$ cat src/hls_to_rgb_converter_macros.svh
// Assertion macros shared by the HSL to RGB converter RTL.
`ifndef HLS_TO_RGB_CONVERTER_MACROS_SVH
`define HLS_TO_RGB_CONVERTER_MACROS_SVH

// Same-cycle implication, sampled on the rising clock edge outside reset.
`define H2R_ASSERT_NOW(label, ante, cons, msg) \
  label: assert property (@(posedge clk) disable iff (!rst_n) (ante) |-> (cons)) \
    else $error(msg);

// Next-cycle implication, sampled on the rising clock edge outside reset.
`define H2R_ASSERT_NEXT(label, ante, cons, msg) \
  label: assert property (@(posedge clk) disable iff (!rst_n) (ante) |=> (cons)) \
    else $error(msg);

`endif

$ cat src/h2r_pkg.sv
// Shared types and constants for the HSL to RGB converter.
package h2r_pkg;

  // Fraction bits of lightness, saturation, hue and the color channels.
  localparam int FRAC_BITS = 16;
  localparam int HUE_W     = FRAC_BITS + 2;
  // Width of v1, v2, their difference and the ramp factor.
  localparam int CH_W      = FRAC_BITS + 1;

  // Input word: one color in HSL form.
  typedef struct packed {
    logic signed [HUE_W-1:0]     hue;
    logic        [FRAC_BITS-1:0] lightness;
    logic        [FRAC_BITS-1:0] saturation;
  } h2r_in_t;

  // Output word: one color in RGB form.
  typedef struct packed {
    logic [FRAC_BITS-1:0] red;
    logic [FRAC_BITS-1:0] green;
    logic [FRAC_BITS-1:0] blue;
  } h2r_out_t;

  // Hue sector of one channel.
  typedef enum logic [1:0] {
    SEC_RISE,
    SEC_TOP,
    SEC_FALL,
    SEC_BASE
  } h2r_sec_t;

  // Per-channel sector and ramp factor.
  typedef struct packed {
    h2r_sec_t             sec;
    logic [CH_W-1:0]      factor;
  } h2r_lane_t;

  // Values shared by all three channels.
  typedef struct packed {
    logic                 grey;
    logic [FRAC_BITS-1:0] lightness;
    logic [CH_W-1:0]      v1;
    logic [CH_W-1:0]      v2;
    logic [CH_W-1:0]      d;
  } h2r_base_t;

  // Advance enables, one per pipeline stage.
  typedef struct packed {
    logic s1;
    logic s2;
    logic s3;
    logic s4;
  } h2r_adv_t;

endpackage

$ cat src/h2r_front.sv
// Front stages: hue wrap, L*S product, v1/v2 and per-channel sector decode.
module h2r_front (
  input  logic                    clk,
  input  h2r_pkg::h2r_adv_t       adv,
  input  h2r_pkg::h2r_in_t        in_word,
  output h2r_pkg::h2r_base_t      base_r,
  output h2r_pkg::h2r_lane_t [2:0] lane_r
);

  localparam int F  = h2r_pkg::FRAC_BITS;
  localparam int HW = F + 3;
  localparam int UW = F + 4;

  localparam logic signed [HW-1:0] HX_ONE  = HW'(1) << F;
  localparam logic        [F-1:0]  HALF_F  = F'(1) << (F - 1);
  localparam logic        [2*F:0]  RND     = (2*F+1)'(1) << (F - 1);
  localparam logic signed [UW-1:0] U_ONE   = UW'(1) << F;
  localparam logic signed [UW-1:0] U_THREE = UW'(3) << F;
  localparam logic        [F+2:0]  C_ONE   = (F+3)'(1) << F;
  localparam logic        [F+2:0]  C_THREE = (F+3)'(3) << F;
  localparam logic        [F+2:0]  C_FOUR  = (F+3)'(4) << F;
  localparam logic        [F+1:0]  C_TWO   = (F+2)'(2) << F;

  // Wrap a channel's hue position into one turn and pick its sector.
  function automatic h2r_pkg::h2r_lane_t decode_lane(input logic signed [UW-1:0] u_in);
    logic signed [UW-1:0] u;
    logic        [F+1:0]  uw;
    logic        [F+2:0]  u2;
    logic        [F+2:0]  fall;
    h2r_pkg::h2r_lane_t   lane;
    u = u_in;
    if (u < 0) begin
      u = u + U_THREE;
    end else if (u > U_THREE) begin
      u = u - U_THREE;
    end
    uw = u[F+1:0];
    u2 = {uw, 1'b0};
    fall = C_FOUR - u2;
    lane.factor = '0;
    if (u2 < C_ONE) begin
      lane.sec    = h2r_pkg::SEC_RISE;
      lane.factor = u2[F:0];
    end else if (u2 < C_THREE) begin
      lane.sec    = h2r_pkg::SEC_TOP;
    end else if (uw < C_TWO) begin
      lane.sec    = h2r_pkg::SEC_FALL;
      lane.factor = fall[F:0];
    end else begin
      lane.sec    = h2r_pkg::SEC_BASE;
    end
    return lane;
  endfunction

  // Stage 1 logic: wrap the hue once and form the lightness-saturation product.
  logic signed [HW-1:0] hx;
  logic [F:0]           h_nxt;
  logic [F:0]           h_r;
  logic [F-1:0]         l_r;
  logic [F-1:0]         s_r;
  logic [2*F-1:0]       prod_nxt;
  logic [2*F-1:0]       prod_r;
  logic                 grey_r;

  always_comb begin
    hx = {in_word.hue[h2r_pkg::HUE_W-1], in_word.hue};
    if (hx < 0) begin
      hx = hx + HX_ONE;
    end else if (hx > HX_ONE) begin
      hx = hx - HX_ONE;
    end
    // A hue still below zero keeps only its fraction bits.
    if (hx < 0) begin
      hx = {{(HW-F){1'b0}}, hx[F-1:0]};
    end
    h_nxt    = hx[F:0];
    prod_nxt = in_word.lightness * in_word.saturation;
  end

  always_ff @(posedge clk) begin
    if (adv.s1) begin
      h_r    <= h_nxt;
      l_r    <= in_word.lightness;
      s_r    <= in_word.saturation;
      prod_r <= prod_nxt;
      grey_r <= (in_word.saturation == '0);
    end
  end

  // Stage 2 logic: round L*S, form v2 and v1, and decode the three hue sectors.
  logic [2*F:0]         rnd_sum;
  logic [F:0]           ls;
  logic [F+1:0]         v2a;
  logic signed [F+2:0]  v1a;
  logic [F:0]           v1;
  logic [F:0]           v2;
  logic [F+2:0]         h3;
  logic signed [UW-1:0] u_mid;
  h2r_pkg::h2r_base_t   base_nxt;
  h2r_pkg::h2r_lane_t [2:0] lane_nxt;

  always_comb begin
    rnd_sum = {1'b0, prod_r} + RND;
    ls      = rnd_sum[2*F:F];
    if (l_r <= HALF_F) begin
      v2a = (F+2)'(l_r) + (F+2)'(ls);
    end else begin
      v2a = (F+2)'(l_r) + (F+2)'(s_r) - (F+2)'(ls);
    end
    v1a = $signed({2'b00, l_r, 1'b0}) - $signed({1'b0, v2a});
    v1  = v1a[F+2] ? '0 : v1a[F:0];
    v2  = (v2a < {1'b0, v1}) ? v1 : v2a[F:0];

    base_nxt.grey      = grey_r;
    base_nxt.lightness = l_r;
    base_nxt.v1        = v1;
    base_nxt.v2        = v2;
    base_nxt.d         = v2 - v1;

    // Hue position times three; red leads by a third, blue trails by a third.
    h3          = {1'b0, h_r, 1'b0} + {2'b00, h_r};
    u_mid       = $signed({1'b0, h3});
    lane_nxt[0] = decode_lane(u_mid + U_ONE);
    lane_nxt[1] = decode_lane(u_mid);
    lane_nxt[2] = decode_lane(u_mid - U_ONE);
  end

  always_ff @(posedge clk) begin
    if (adv.s2) begin
      base_r <= base_nxt;
      lane_r <= lane_nxt;
    end
  end

endmodule

$ cat src/h2r_chan.sv
// Back stages of one color channel: ramp multiply, round, select and clamp.
module h2r_chan (
  input  logic                         clk,
  input  h2r_pkg::h2r_adv_t            adv,
  input  h2r_pkg::h2r_base_t           base,
  input  h2r_pkg::h2r_lane_t           lane,
  output logic [h2r_pkg::FRAC_BITS-1:0] chan_r
);

  localparam int F  = h2r_pkg::FRAC_BITS;
  localparam int CW = h2r_pkg::CH_W;

  localparam logic [2*CW:0] RND    = (2*CW+1)'(1) << (F - 1);
  localparam logic [F+2:0]  CH_MAX = (F+3)'({F{1'b1}});

  // Stage 3: scale the v2 - v1 swing by the ramp factor.
  logic [2*CW-1:0]   prod_nxt;
  logic [2*CW-1:0]   prod_r;
  h2r_pkg::h2r_sec_t sec_r;
  logic [CW-1:0]     v1_r;
  logic [CW-1:0]     v2_r;
  logic              grey_r;
  logic [F-1:0]      l_r;

  assign prod_nxt = base.d * lane.factor;

  always_ff @(posedge clk) begin
    if (adv.s3) begin
      prod_r <= prod_nxt;
      sec_r  <= lane.sec;
      v1_r   <= base.v1;
      v2_r   <= base.v2;
      grey_r <= base.grey;
      l_r    <= base.lightness;
    end
  end

  // Stage 4: round the ramp, pick the sector value and clamp to full scale, or pass the lightness for grey.
  logic [2*CW:0] rnd_sum;
  logic [F+2:0]  ramp;
  logic [F+2:0]  level;
  logic [F-1:0]  chan_nxt;

  always_comb begin
    rnd_sum = {1'b0, prod_r} + RND;
    ramp    = {2'b00, v1_r} + rnd_sum[2*CW:F];
    unique case (sec_r)
      h2r_pkg::SEC_RISE: level = ramp;
      h2r_pkg::SEC_FALL: level = ramp;
      h2r_pkg::SEC_TOP:  level = {2'b00, v2_r};
      h2r_pkg::SEC_BASE: level = {2'b00, v1_r};
    endcase
    if (grey_r) begin
      chan_nxt = l_r;
    end else if (level > CH_MAX) begin
      chan_nxt = CH_MAX[F-1:0];
    end else begin
      chan_nxt = level[F-1:0];
    end
  end

  always_ff @(posedge clk) begin
    if (adv.s4) begin
      chan_r <= chan_nxt;
    end
  end

endmodule

$ cat src/hls_to_rgb_converter.sv
// An accepted input word passes through the stage 1, 2, 3 and 4 registers to become its output word.
// Throughput: one word per cycle while the output is not held; each of the four stages advances on its own.
// Stalls: a held output backs up only the stages behind it, bubbles are squeezed out.
// Reset clears the stage valid bits and the output valid; data registers are not reset.
// The slowest stage is the channel ramp multiply of 17 x 17 bits.
`include "hls_to_rgb_converter_macros.svh"

// Top level of the HSL to RGB converter pipeline.
module hls_to_rgb_converter (
  input  logic              clk,
  input  logic              rst_n,
  input  logic              in_valid,
  output logic              in_stall,
  input  h2r_pkg::h2r_in_t  in_word,
  output logic              out_valid,
  input  logic              out_stall,
  output h2r_pkg::h2r_out_t out_word
);

  localparam int F = h2r_pkg::FRAC_BITS;

  logic [2:0]                vld_r;
  logic                      out_valid_r;
  h2r_pkg::h2r_adv_t         adv;
  h2r_pkg::h2r_base_t        base;
  h2r_pkg::h2r_lane_t [2:0]  lane;
  logic [F-1:0]              ch_val [3];

  // A stage advances when it is empty or the stage after it advances.
  always_comb begin
    adv.s4 = !out_valid_r || !out_stall;
    adv.s3 = !vld_r[2] || adv.s4;
    adv.s2 = !vld_r[1] || adv.s3;
    adv.s1 = !vld_r[0] || adv.s2;
  end

  assign in_stall  = !adv.s1;
  assign out_valid = out_valid_r;

  // Valid bits travel with the data.
  always_ff @(posedge clk) begin
    if (!rst_n) begin
      vld_r       <= '0;
      out_valid_r <= 1'b0;
    end else begin
      if (adv.s1) begin
        vld_r[0] <= in_valid;
      end
      if (adv.s2) begin
        vld_r[1] <= vld_r[0];
      end
      if (adv.s3) begin
        vld_r[2] <= vld_r[1];
      end
      if (adv.s4) begin
        out_valid_r <= vld_r[2];
      end
    end
  end

  // Shared front stages.
  h2r_front u_front (
    .clk     (clk),
    .adv     (adv),
    .in_word (in_word),
    .base_r  (base),
    .lane_r  (lane)
  );

  // One back end per channel: red, green, blue.
  for (genvar c = 0; c < 3; c++) begin : g_chan
    h2r_chan u_chan (
      .clk    (clk),
      .adv    (adv),
      .base   (base),
      .lane   (lane[c]),
      .chan_r (ch_val[c])
    );
  end

  assign out_word.red   = ch_val[0];
  assign out_word.green = ch_val[1];
  assign out_word.blue  = ch_val[2];

  // Back-pressure on the input comes only from a held output word.
  `H2R_ASSERT_NOW(a_stall_origin, in_stall, out_valid && out_stall, "stall without held word")
  // An accepted word occupies the first stage in the next cycle.
  `H2R_ASSERT_NEXT(a_accept_enters, in_valid && !in_stall, vld_r[0], "word not in stage one")
  // A full pipeline behind a held output keeps all of its words.
  `H2R_ASSERT_NEXT(a_full_holds, in_stall, (&vld_r) && out_valid, "word lost while stalled")

endmodule
$ cat config.mk
export PLATFORM = sky130hd
export DESIGN_NAME = hls_to_rgb_converter
export DESIGN_NICKNAME = d
export VERILOG_FILES = /design/src/h2r_pkg.sv /design/src/h2r_front.sv /design/src/h2r_chan.sv /design/src/hls_to_rgb_converter.sv
export VERILOG_INCLUDE_DIRS = /design/src /design/src/src
export SDC_FILE = /design/constraint.sdc
export NUM_CORES = 2
export LEC_CHECK = 0
export BUFFER_PORTS_ARGS = -buffer_cell sky130_fd_sc_hd__buf_2
export CAP_MARGIN = 10
export CORE_UTILIZATION = 57
export DETAILED_ROUTE_END_ITERATION = 8
export PLACE_DENSITY = 0.81
export SLEW_MARGIN = 5
export SYNTH_ARGS = -nofsm -noshare
export SYNTH_HDL_FRONTEND = slang
export SYNTH_HIERARCHICAL = 1
export SYNTH_SLANG_ARGS = --single-unit
$ cat constraint.sdc
create_clock -name clk -period 13.7 [get_ports clk]
set_input_delay 3.425 -clock clk [delete_from_list [all_inputs] [get_ports clk]]
set_output_delay 3.425 -clock clk [all_outputs]
set_load 0.01 [all_outputs]
==> impl_metrics.json <==
{
  "htreeDepth": 2,
  "rsz0062_at_grt": "false",
  "max_freq_mhz": 89.6,
  "grt_max_degree": 91,
  "clock_path_buffers": 3,
  "grt-ovfl-total": 0,
  "cts_setup_buffers": 0,
  "die_area_mm2": 0.109,
  "wl_mm": 156,
  "cpMostUsedCell": "a21oi_1",
  "final_max_slew_viol_count": 0,
  "start_util": 0.578,
  "final_common_cell": "inv_1",
  "drtPass1Iterations": 6,
  "synth_seq_area_share": 0.223,
  "syn_inst": 6279,
  "io_buffers": 103,
  "path_buf_inv": 2,
  "fin_area_mm2": 0.0646,
  "instances_no_fill": 7690,
  "syn_to_final_growth_pct": 5.38,
  "ys.flop_type": "edfxtp_1",
  "status": "completed",
  "cts_resized": 0,
  "syn_area_per_cell_um2": 9.77,
  "cp-start-kind": "flop",
  "postSynth.asyncResetShare": 0,
  "rows": 119,
  "setup_viol": 0,
  "cts_buffers": 49,
  "drive_gt1_frac": 0.0529,
  "slew_headroom": 0.254,
  "met1_length_mm": 60.2,
  "synth-seq-cells": 457,
  "ios": 104,
  "ctsHoldBuffers": 0,
  "drt-initial-drc-count": 3633,
  "clk_pin_slew_ps": 70,
  "drv_cap": 0,
  "worst_clock_skew_ps": 32.3,
  "syn_area_mm2": 0.0613,
  "synth.distinct_cells": 107,
  "hp-class": "reg -> reg",
  "die_w_um": 330,
  "worstPathRequired_ps": 14060,
  "routed.top_layer": "met5",
  "drtAntennaViolNets": 0,
  "tritoncts": "yes",
  "tightestPinTransition_ps": 1120,
  "core-area_mm2": 0.106,
  "final.setup.tns_ps": 0,
  "crit_type": "reg -> reg",
  "min_period_ps": 11160,
  "dp_hpwl_mm": 118,
  "place_inst": 7599,
  "critPathTopFamily": "compound AO/OA/AOI/OAI gates",
  "cts.sinks": 457,
  "finalCritPeriodShare": 0.815,
  "viasPerCell": 5.85,
  "synth_edf_count": 453,
  "antenna_found_initial": 3,
  "place.gp.congestion": 0.938,
  "die_y_um": 330,
  "r2r_slack_ps": 2540,
  "via_count": 44985,
  "cp.arrival_ps": 11520,
  "end_kind": "flop",
  "drc": 0,
  "cp_max_fo": 15,
  "dpl-instance-area_mm2": 0.0630,
  "layout.nets": 7773,
  "grt_pass1_vias": 47516,
  "critical-path-max-stage-delay_ps": 560,
  "wl_per_cell_um": 20.3,
  "slowest_stage": "edfxtp_1",
  "grt_usage": 0.295,
  "yosys_warnings": 6,
  "final_cell_mix": "inv_1, fa_1, nand2_1, ha_1, and2_1",
  "finalHoldViolations": 0,
  "dr_wl_met2_mm": 76.1,
  "clkLatencyLatePin_ps": 620,
  "cts_root_buf": "clkbuf_16",
  "grt_pass1_wl_mm": 251,
  "met3_length_mm": 13.0
}
==> logic make-up after synthesis <==
family / Yosys count / share of synthesized area
and+or+nand+nor: 1873 / 0.152
DFF: 457 / 0.223
muxes: 74 / 0.0126
buffers and inverters: 1384 / 0.0861
xor gates and xnor gates: 233 / 0.0336
adders and majority gates: 1461 / 0.406
other: 1 / 0.0000612
AOI/OAI and AO/OA: 796 / 0.0864
==> worst paths after layout <==
check	start	end	cells past startpoint
worst max register to register	u_front/prod_r[17]	u_front/base_r[16]	48
worst min register to register	u_front/grey_r	u_front/base_r[67]	0
worst max-delay path	u_front/prod_r[17]	u_front/base_r[16]	48
worst min-delay path	u_front/grey_r	u_front/base_r[67]	0
==> per-stage QoR <==
| stage | hold WS, ps | worst slack [ps] | utilization |
|---|---|---|---|
| after floorplan | 400 | 3100 | - |
| after global routing | 440 | 1570 | 0.610 |
| final | 428 | 2540 | 0.610 |
| after CTS | 436 | 2600 | 0.610 |
| after detailed placement | 420 | 2730 | 0.594 |
| after global placement | 404 | 2970 | 0.594 |
==> cell usage after synthesis (24+ instances only) <==
cell | n | share of area
a21o_1 | 90 | 0.011
fa_1 | 882 | 0.29
and3_1 | 40 | 0.0041
o21a_1 | 41 | 0.0050
nand2b_1 | 27 | 0.0028
a31oi_1 | 34 | 0.0035
o22ai_1 | 27 | 0.0028
inv_1 | 1169 | 0.072
xor2_1 | 87 | 0.012
a21oi_1 | 201 | 0.016
o211ai_1 | 25 | 0.0031
nor2_1 | 152 | 0.0093
clkbuf_1 | 179 | 0.011
nor3_1 | 47 | 0.0038
ha_1 | 578 | 0.12
nor2b_1 | 47 | 0.0048
mux2_2 | 24 | 0.0044
o21ai_0 | 172 | 0.014
and2_1 | 477 | 0.049
edfxtp_1 | 453 | 0.22
nand2_1 | 849 | 0.052
nor4_1 | 25 | 0.0026
nand3_1 | 67 | 0.0055
nand4_1 | 31 | 0.0032
mux2i_1 | 50 | 0.0082
xnor2_1 | 143 | 0.020
==> registers in the layout (all words and copies together), names as in the netlist <==
register and count:
u_front/base_r 68, g_chan.u_chan/prod_r 57, u_front/lane_r 54, g_chan.u_chan/v1_r 51
g_chan.u_chan/v2_r 51, g_chan.u_chan/chan_r 48, g_chan.u_chan/l_r 48, u_front/h_r 17
u_front/prod_r 17, u_front/l_r 16, u_front/s_r 16, g_chan.u_chan/sec_r 6
g_chan.u_chan/grey_r 3, vld_r 3, out_valid 1, u_front/grey_r 1
==> metal layers <==
| layer | vias up | global-route usage |
|---|---|---|
| met2 | 2036 | 0.503 |
| met3 | 470 | 0.0495 |
| met1 | 22305 | 0.374 |
| li1 | 20168 | - |
| met5 | - | 0 |
| met4 | 6 | 0.119 |
==> cell type report <==
class / instances / area [µm²]
diodes: 1 / 2.50
clock buffers: 55 / 1250
clock inverters: 35 / 378
fillers: 8351 / 41400
inverters: 1173 / 4410
multi-input cells: 4440 / 42400
flip-flops and latches: 457 / 13700
well taps: 1391 / 1740
repair buffers: 138 / 778
==> worst register-to-register path: cells and delay by family (launching register included) <==
kind	cells	cell delay [ps]
fa+ha+maj	6	2050
flops	1	560
compound gates	22	4390
simple gates	15	3280
xor+xnor	3	460
buf+inv	2	150
Power is left out: the tool's default activity adds up to more than one toggle a clock period on the data nets, which glitch-free logic cannot reach.
